==> src/hw/rtl/tgs_pkg.sv <==
// Shared constants, types and codes for the turmite grid stepper.
`default_nettype none

package tgs_pkg;

  localparam int GRID_SIZE  = 128;
  localparam int MAX_RULES  = 16;
  localparam int COLOR_BITS = 4;

  localparam int POS_W      = $clog2(GRID_SIZE);
  localparam int CELLS      = GRID_SIZE * GRID_SIZE;
  localparam int CELL_AW    = $clog2(CELLS);
  localparam int RULE_IDX_W = (MAX_RULES > 1) ? $clog2(MAX_RULES) : 1;
  localparam int RULE_CNT_W = $clog2(MAX_RULES + 1);
  localparam int STATE_W    = 4;
  localparam int LIMIT_W    = 16;
  localparam int CFG_IDX_W  = 2;
  localparam int CFG_DATA_W = 16;

  localparam logic [POS_W-1:0]   POS_CENTER = POS_W'(GRID_SIZE / 2);
  localparam logic [POS_W-1:0]   POS_MAX    = POS_W'(GRID_SIZE - 1);
  localparam logic [CELL_AW-1:0] SWEEP_LAST = CELL_AW'(CELLS - 1);

  localparam logic [CFG_IDX_W-1:0] CFG_LIMIT_EN    = 2'd0;
  localparam logic [CFG_IDX_W-1:0] CFG_LIMIT       = 2'd1;
  localparam logic [CFG_IDX_W-1:0] CFG_RULE_COUNT  = 2'd2;
  localparam logic [CFG_IDX_W-1:0] CFG_START_STATE = 2'd3;

  typedef enum logic [1:0] {
    OP_WRITE_RULE = 2'd0,
    OP_STEP       = 2'd1,
    OP_CLEAR      = 2'd2,
    OP_READ_CELL  = 2'd3
  } op_t;

  typedef enum logic [1:0] {
    STAT_DONE      = 2'd0,
    STAT_NO_MATCH  = 2'd1,
    STAT_EXHAUSTED = 2'd2
  } status_t;

  typedef enum logic [1:0] {
    HD_ROW_DOWN = 2'd0,
    HD_COL_UP   = 2'd1,
    HD_ROW_UP   = 2'd2,
    HD_COL_DOWN = 2'd3
  } dir_t;

  typedef enum logic [1:0] {
    TURN_LEFT     = 2'd0,
    TURN_STRAIGHT = 2'd1,
    TURN_RIGHT    = 2'd2,
    TURN_BACK     = 2'd3
  } turn_t;

  typedef enum logic [2:0] {
    S_INIT,
    S_IDLE,
    S_CLEAR,
    S_READ,
    S_SCAN,
    S_DONE
  } state_t;

  typedef struct packed {
    logic [STATE_W-1:0]    st;
    logic                  st_any;
    logic [COLOR_BITS-1:0] col;
    logic                  col_any;
    logic [COLOR_BITS-1:0] ncol;
    logic                  col_keep;
    turn_t                 turn;
    logic [STATE_W-1:0]    nst;
    logic                  st_keep;
  } rule_t;

  typedef struct packed {
    logic                  we;
    logic [CELL_AW-1:0]    addr;
    logic [COLOR_BITS-1:0] data;
  } grid_wr_t;

endpackage

`default_nettype wire

==> src/hw/rtl/tgs_rule_unit.sv <==
// Rule table and the shared compare unit that tests one rule per cycle.
`default_nettype none

module tgs_rule_unit (
  input  wire logic                              clk,
  input  wire logic                              wr_en,
  input  wire logic [tgs_pkg::RULE_IDX_W-1:0]    wr_idx,
  input  wire tgs_pkg::rule_t                    wr_rule,
  input  wire logic [tgs_pkg::RULE_IDX_W-1:0]    rd_idx,
  input  wire logic [tgs_pkg::STATE_W-1:0]       cur_state,
  input  wire logic [tgs_pkg::COLOR_BITS-1:0]    cur_color,
  output logic                                   hit,
  output tgs_pkg::rule_t                         rd_rule
);

  tgs_pkg::rule_t rules_r [tgs_pkg::MAX_RULES];

  always_ff @(posedge clk) begin
    if (wr_en) begin
      rules_r[wr_idx] <= wr_rule;
    end
  end

  assign rd_rule = rules_r[rd_idx];
  assign hit = (rd_rule.st_any || (rd_rule.st == cur_state)) &&
               (rd_rule.col_any || (rd_rule.col == cur_color));

endmodule

`default_nettype wire

==> config.mk <==
export PLATFORM = sky130hd
export DESIGN_NAME = tgs_rule_unit
export DESIGN_NICKNAME = d
export VERILOG_FILES = /design/src/hw/rtl/tgs_pkg.sv /design/src/hw/rtl/tgs_rule_unit.sv
export SDC_FILE = /design/constraint.sdc
export NUM_CORES = 1
export LEC_CHECK = 0
export ABC_AREA = 1
export BUFFER_PORTS_ARGS = -buffer_cell sky130_fd_sc_hd__buf_4
export CAP_MARGIN = 20
export CORE_UTILIZATION = 57
export CTS_BUF_LIST = sky130_fd_sc_hd__clkbuf_4
export CTS_CLUSTER_SIZE = 12
export DETAILED_ROUTE_END_ITERATION = 16
export GPL_ROUTABILITY_DRIVEN = 0
export GPL_TIMING_DRIVEN = 0
export PLACE_DENSITY = 0.83
export SETUP_SLACK_MARGIN = 0.5
export SLEW_MARGIN = 10
export SYNTH_ARGS = -nofsm -noshare
export SYNTH_HDL_FRONTEND = slang
export SYNTH_SLANG_ARGS = --single-unit
==> constraint.sdc <==
create_clock -name clk -period 2.95 [get_ports clk]
set_clock_uncertainty 0.1 [all_clocks]
set_input_delay 0.885 -clock clk [delete_from_list [all_inputs] [get_ports clk]]
set_output_delay 0.885 -clock clk [all_outputs]
set_load 0.01 [all_outputs]
# == Yosys cells after proc, flatten, opt, wreduce, memory -nomap -nowiden ==
# Memory sizes are Yosys's and may differ from the RTL's.
# Cells that the tools add are included.
# totals
n_memories,1
mem_bits_rw,352
regBits,0
out_inout_bits,23
# memory_table
name,depth,width,rd,rd_clocked_by_memory_dff,write_ports,line_no,rtl
rules_r,16,22,1,0,1,tgs_rule_unit.sv:16,tgs_pkg::rule_t rules_r [tgs_pkg::MAX_RULES];
# classes
reduce_logical,3
eq_ne,2
n_mux,2
# op_table
cell,count
$eq 4x4->1,2
$logic_or 1x1->1,2
$mux 1,2
$logic_and 1x1->1,1

# == Logic depth before layout (Yosys ltp) ==
# Gate-level depths: netlist of the first run.
# An unclocked memory read counts as a cell.
# logic_depth
depth_word,4
mapped_depth,16
depth_no_buf,14

# == Worst setup path before layout of the first run ==
# OpenSTA, ideal clock, no wires.
# synth_timing
path_kind,input-to-output
start,input rd_idx[0] (netlist bit)
end,output hit
n_path_buf,4
slack_ns,-0.100
arrival_ns,2.065
path_stages,13
cell_sequence,buf_6 -> inv_4 -> buf_6 -> buf_6 -> buf_6 -> nor2_1 -> o221ai_1 -> o211ai_1 -> nand2_1 -> inv_1 -> nand2_1 -> nand2_1 -> inv_1
# synth_lines
element,line_no,rtl
start: declaration,tgs_rule_unit.sv:9,"input wire logic [tgs_pkg::RULE_IDX_W-1:0] rd_idx,"
end: declaration,tgs_rule_unit.sv:12,"output logic hit,"

==> reports/results.txt, run 1 <==
Final setup viols = 20
IO buf count = 59
Synth Cell Area = 0.0143 mm2
Die area = 0.0257 mm2
Final core occ = 73.8%
Final Instance Area = 0.0181 mm2
Outcome = complete, but fails checks
Hold_sp = wr_rule[12]
Vias in the first global route = 10,702
Worst Tran Pin Value = 0.963 ns
EDFF count, synth = 352
Min cycle time layout = 3.50 ns
Tot Pwr = 10,900 uW
Max FFs per register = 352
Fin cells = 1,722
DRC errors left = 0
TritonCTS Sinks = 352
Final worst slack = -0.554 ns
Starting Density = 58.5%
Worst ir drop on vdd = 0.000616 V
Largest family of logic cells by synthesized area = simple AND/OR/NAND/NOR gates
Layout area overhead = 26.1%
DR iter-0 viols = 1,661
RSZ-0062 raised after global routing = true
Hold WC Path Type = in -> reg
GRT Total Usage = 32.5%
Gr ovfl total = 0
Avg Cell Area, Syn = 12.5 um2
CTS root buffer = clkbuf_4
Biggest regs = rules_r x352
YS warnings = 0
Crit path max fanout = 7
Sum Neg Setup Slack = -6.92 ns
Final Hold Vio Count = 0
Simple-gate portion of the synthesized area = 13.4%
Core area = 0.0245 mm2
Top reg by flops = rules_r
Mux contribution to synthesized area = 0%
First-pass GRT wire length = 61,100 um
CTS Buf Count = 85
Synth Instances = 1,149
Routed via count = 10,859
Hold depth = 1
Antenna Nets Post-Route = 0
Tcrit/Tclk final = 119%
WL/cell = 25.2 um
Dpl cells = 1,543
Syn Nets = 1,189
Crit end category = output pin
Initial antenna violation count = 1
Final WL = 43,400 um
Distinct cell type count after synthesis = 20
Max-cap violation count = 0
CTS clk-pin slew, worst paths = 0.08 ns
Clock buffer depth = 3
Fin nets = 1,378
Setup CP Type = in -> out
Critical Path RT = 1.97 ns
Static leakage = 0.00670 uW
Pwr dens = 604 mW/mm2
Compound-Gate Fraction of Synth Area = 7.96%
Main synth FF type = edfxtp_1
Maximum clock frequency = 285 MHz
Slew Limit Fails = 0
CTS tree = yes
First-pass DRT Iterations = 8
Failing checks = negative setup slack
Core Rows = 57
Startpoint types = primary input
# H-tree levels = 3
WHS Endpoint = rules_r[11][12]
DIE WIDTH = 160 um
CP Launch Point = rd_idx[0]
Layout cells sized above 1 = 30.9%
Overall die height = 160 um
Arrival time of the worst setup path = 2.52 ns
Avg Vias per Cell = 6.31
# IOs = 63
Fill cells = 1,436
CTS Hold Bufs = 0
Largest net degree at the start of global routing = 23
Sequential fraction of the synthesis area = 73.9%
Xor and xnor fraction of the mapped netlist area = 0%
Slew HR = 35.6%
Synth async-reset ratio = 0%
Post-DP Area = 0.0156 mm2
Synthesized-area fraction occupied by adder cells = 0%
Synth Register Bits = 352
DP Wirelength = 23,100 um
## area by class of cell
class	count	area (um2)	share of cell area (%)
multi-input combinational	658	3670	20.4
antenna	1	2.50	0.0139
buffer	71	835	4.62
timing repair buffer	102	1200	6.65
clock inverter	27	199	1.10
tap	324	405	2.25
inverter	68	270	1.50
clock buffer	119	893	4.95
sequential	352	10600	58.6
## per-stage QoR
stage | setup slack, ns | hold WS (ns)
5_1_grt | -0.606 | 0.324
4_1_cts | -0.457 | 0.326
3_5_place_dp | -0.938 | 1.08
2_1_floorplan | -0.0757 | 0.884
3_3_place_gp | -0.946 | 1.08
6_report | -0.554 | 0.331
## cell usage in the layout (no fill, tap or decap), drive strengths merged
master	count
o221ai	48
nand3	102
clkbuf	145
nor2	147
clkinvlp	1
diode	1
buf	146
inv	70
o211ai	9
bufbuf	1
o21ai	119
edfxtp	352
nand2	223
o22ai	8
bufinv	3
clkinv	21
nand3b	2
## cells by family (layout without fill, tap and decap cells)
kind of cell,count (synthesis),in the layout
and+or+nand+nor,474,474
DFF,352,352
AOI/OAI and AO/OA,184,184
buffers and inverters,139,387
other,0,1
## where the power goes
group	internal, uW	switching (uW)	leakage, uW	total (uW)
clock	2130	2040	0.000644	4180
sequential	5600	28.9	0.00318	5630
combinational	424	664	0.00287	1090
total	8160	2740	0.00670	10900
## critical path: stages
cell and delay (ns):
buf_12 0.10, inv_8 0.04, buf_12 0.14, buf_12 0.15, buf_12 0.14, buf_8 0.12
o21ai_2 0.12, o22ai_1 0.09, o211ai_1 0.34, nand2_1 0.20, buf_6 0.17
## Yosys cell counts, types with 2 or more instances
library cell | number | share of area [%]
o221ai_1 | 48 | 2.9
nor2_1 | 147 | 3.9
inv_1 | 65 | 1.7
o22ai_1 | 8 | 0.35
nand3b_1 | 2 | 0.10
o211ai_1 | 8 | 0.42
nand3_1 | 102 | 3.6
edfxtp_1 | 352 | 74
buf_1 | 3 | 0.079
o21ai_0 | 88 | 3.1
clkbuf_1 | 23 | 0.60
buf_4 | 5 | 0.26
nand2_1 | 223 | 5.8
buf_2 | 25 | 0.87
o21ai_1 | 31 | 1.1
buf_6 | 15 | 1.2
## how the worst max path moves through the flow
stage	endpoint	cells past startpoint
3_5_place_dp	rd_rule[4]	8
5_1_grt	hit	17
4_1_cts	rd_rule[2]	11
6_report	rd_rule[2]	11
3_3_place_gp	rd_rule[5]	7
2_1_floorplan	hit	13
## what timing repair did
item | 4_1_cts | 5_1_grt
endpoints found under the setup margin | 23 | 23
pin swaps | 69 | 45
cloned | 2 | 1
resized for setup | 211 | 77
setup buffers | 26 | 3
## metal layers
metal	up-vias	part of all wire, %	wire length [um]	global-route usage, %
li1	4546	-	-	-
met1	5092	32	14100	39.8
met2	1012	49	21100	52.9
met3	209	13	5800	7.93
met4	0	5.5	2400	18.9
met5	-	0	0	0
Note: power is estimated with default switching activity, not from simulation.
==> run 2, diff against run 1 <==
--- a/config.mk
+++ b/config.mk
@@ -14,6 +14,7 @@
 export DETAILED_ROUTE_END_ITERATION = 16
 export GPL_ROUTABILITY_DRIVEN = 0
 export GPL_TIMING_DRIVEN = 0
+export MAX_ROUTING_LAYER = met4
 export PLACE_DENSITY = 0.83
 export SETUP_SLACK_MARGIN = 0.5
 export SLEW_MARGIN = 10
==> run 2 against run 1 <==
Effect of this change:
- the run still ends with negative setup slack left
- cell count unchanged
- design area is essentially flat
- core utilization hardly changed
- wire length fell by 0.41%
- setup slack worse by 0.037 ns
- critical endpoint unchanged
- largest cell class unchanged
==> reports/results.txt, run 2 (synthesis gave the netlist of run 1 again) <==
Outcome = complete, but fails checks
Failing checks = negative setup slack
# H-tree levels = 3 (unchanged)
RSZ-0062 raised after global routing = true
TritonCTS Sinks = 352 (unchanged)
Top reg by flops = rules_r
DR iter-0 viols = 1,702 (+2.5%)
Worst ir drop on vdd = 0.000614 V (-0.30%)
Biggest regs = rules_r x352
Slew HR = 35.3% (-0.31 points)
GRT Total Usage = 33.5% (+1.0 points)
Layout area overhead = 26.2% (about the same)
CTS tree = yes
Gr ovfl total = 0 (unchanged)
Max FFs per register = 352 (unchanged)
Final setup viols = 20 (unchanged)
Critical Path RT = 1.97 ns (about the same)
DIE WIDTH = 160 um (unchanged)
Antenna Nets Post-Route = 0 (unchanged)
Max-cap violation count = 0 (unchanged)
Static leakage = 0.00670 uW (about the same)
Dpl cells = 1,543 (unchanged)
IO buf count = 59 (unchanged)
Final WL = 43,200 um (-0.41%)
Avg Vias per Cell = 6.27 (-0.52%)
Overall die height = 160 um (unchanged)
Die area = 0.0257 mm2 (unchanged)
Post-DP Area = 0.0156 mm2 (unchanged)
CTS Buf Count = 85 (unchanged)
Sum Neg Setup Slack = -7.02 ns (-0.0956 ns)
# IOs = 63 (unchanged)
Maximum clock frequency = 282 MHz (-1.1%)
Crit end category = output pin
First-pass GRT wire length = 61,200 um (+0.16%)
Worst Tran Pin Value = 0.968 ns (+0.00471 ns)
WL/cell = 25.1 um (-0.41%)
DP Wirelength = 23,100 um (unchanged)
Hold WC Path Type = in -> reg
Starting Density = 58.5% (unchanged)
Final Instance Area = 0.0181 mm2 (about the same)
Fin nets = 1,378 (unchanged)
DRC errors left = 0 (unchanged)
Core Rows = 57 (unchanged)
Final Hold Vio Count = 0 (unchanged)
Fin cells = 1,722 (unchanged)
Tcrit/Tclk final = 120% (+1.3 points)
Setup CP Type = in -> out
Min cycle time layout = 3.54 ns (+0.0374 ns)
First-pass DRT Iterations = 6 (-2)
Arrival time of the worst setup path = 2.56 ns (+0.04 ns)
Final worst slack = -0.592 ns (-0.0374 ns)
Layout cells sized above 1 = 31.1% (+0.14 points)
Vias in the first global route = 10,697 (-0.047%)
Initial antenna violation count = 1 (unchanged)
Commonest non-fill, non-tap cell in the layout = edfxtp_1
Clock buffer depth = 3 (unchanged)
CTS clk-pin slew, worst paths = 0.08 ns (about the same)
Largest net degree at the start of global routing = 23 (unchanged)
Core area = 0.0245 mm2 (unchanged)
Startpoint types = primary input
Routed via count = 10,802 (-0.52%)
Slew Limit Fails = 0 (unchanged)
CTS root buffer = clkbuf_4
Pwr dens = 602 mW/mm2 (-0.19%)
Crit path max fanout = 7 (unchanged)
Most frequent cells in the layout = 352 x edfxtp_1, 194 x nand2_1, 135 x clkbuf_4, 113 x nor2_1, 69 x o21ai_0
[run 2: cell count changes in the layout (fill, tap and decap cells not counted)]
| cell | previous run | this run |
|---|---|---|
| buf_2 | 4 | 3 |
| clkbuf_4 | 134 | 135 |
| nand2_1 | 195 | 194 |
| nand2_2 | 27 | 28 |
| nand3_1 | 69 | 68 |
| nand3_2 | 32 | 33 |
[run 2: path summary, 6_finish.rpt]
kind	endpoint	slack, ns	startpoint	cells past startpoint
hold / removal	rules_r[11][12]	0.35	wr_rule[12]	1
setup / recovery	rd_rule[2]	-0.59	rd_idx[0]	11
[run 2: per-layer routing]
metal  vias to the layer above  GRT usage (%)  part of all wire [%]
li1                       4541              -                     -
met1                      5131           40.0                    33
met2                       938           53.0                    49
met3                       192           7.72                    13
met4                         0           18.7                   5.0
met5                         -              -                     0
[run 2: power by group]
| part | internal (uW) | switching [uW] | leakage, uW |
|---|---|---|---|
| sequential | 5600 | 28.8 | 0.00318 |
| combinational | 425 | 663 | 0.00288 |
| clock | 2130 | 2030 | 0.000644 |
| total | 8160 | 2720 | 0.00670 |
[run 2: final cells by class]
| cell class | instances | area [um2] |
|---|---|---|
| clock buffers | 119 | 893 |
| well taps | 324 | 405 |
| diodes | 1 | 2.50 |
| clock inverters | 27 | 199 |
| inverters | 68 | 270 |
| repair buffers | 102 | 1200 |
| plain buffers | 71 | 837 |
| flip-flops and latches | 352 | 10600 |
| fillers | 1435 | 6400 |
| multi-input cells | 658 | 3680 |
[run 2: repair_timing]
item,in CTS,in global routing
gates cloned,2,1
hold endpoints to repair,0,0
hold buffers,0,0
resized for setup,211,80
buffers inserted,26,3
pin swaps,69,46
setup endpoints to repair,23,23
[run 2: worst max-delay path: stages]
cell and delay (ns):
buf_12 0.10, inv_8 0.04, buf_12 0.14, buf_12 0.15
buf_12 0.14, buf_8 0.12, o21ai_2 0.12, o22ai_1 0.09
o211ai_1 0.37, nand2_1 0.21, buf_6 0.17
[run 2: stage by stage]
step	util (%)	total power, uW	setup slack [ns]	hold slack (ns)
after global routing	73.8	11100	-0.600	0.328
after CTS	72.4	10700	-0.457	0.326
after detailed placement	64.0	6540	-0.938	1.08
final	73.8	10900	-0.592	0.349
after global placement	62.4	6490	-0.946	1.08
after floorplan	-	6160	-0.0757	0.884
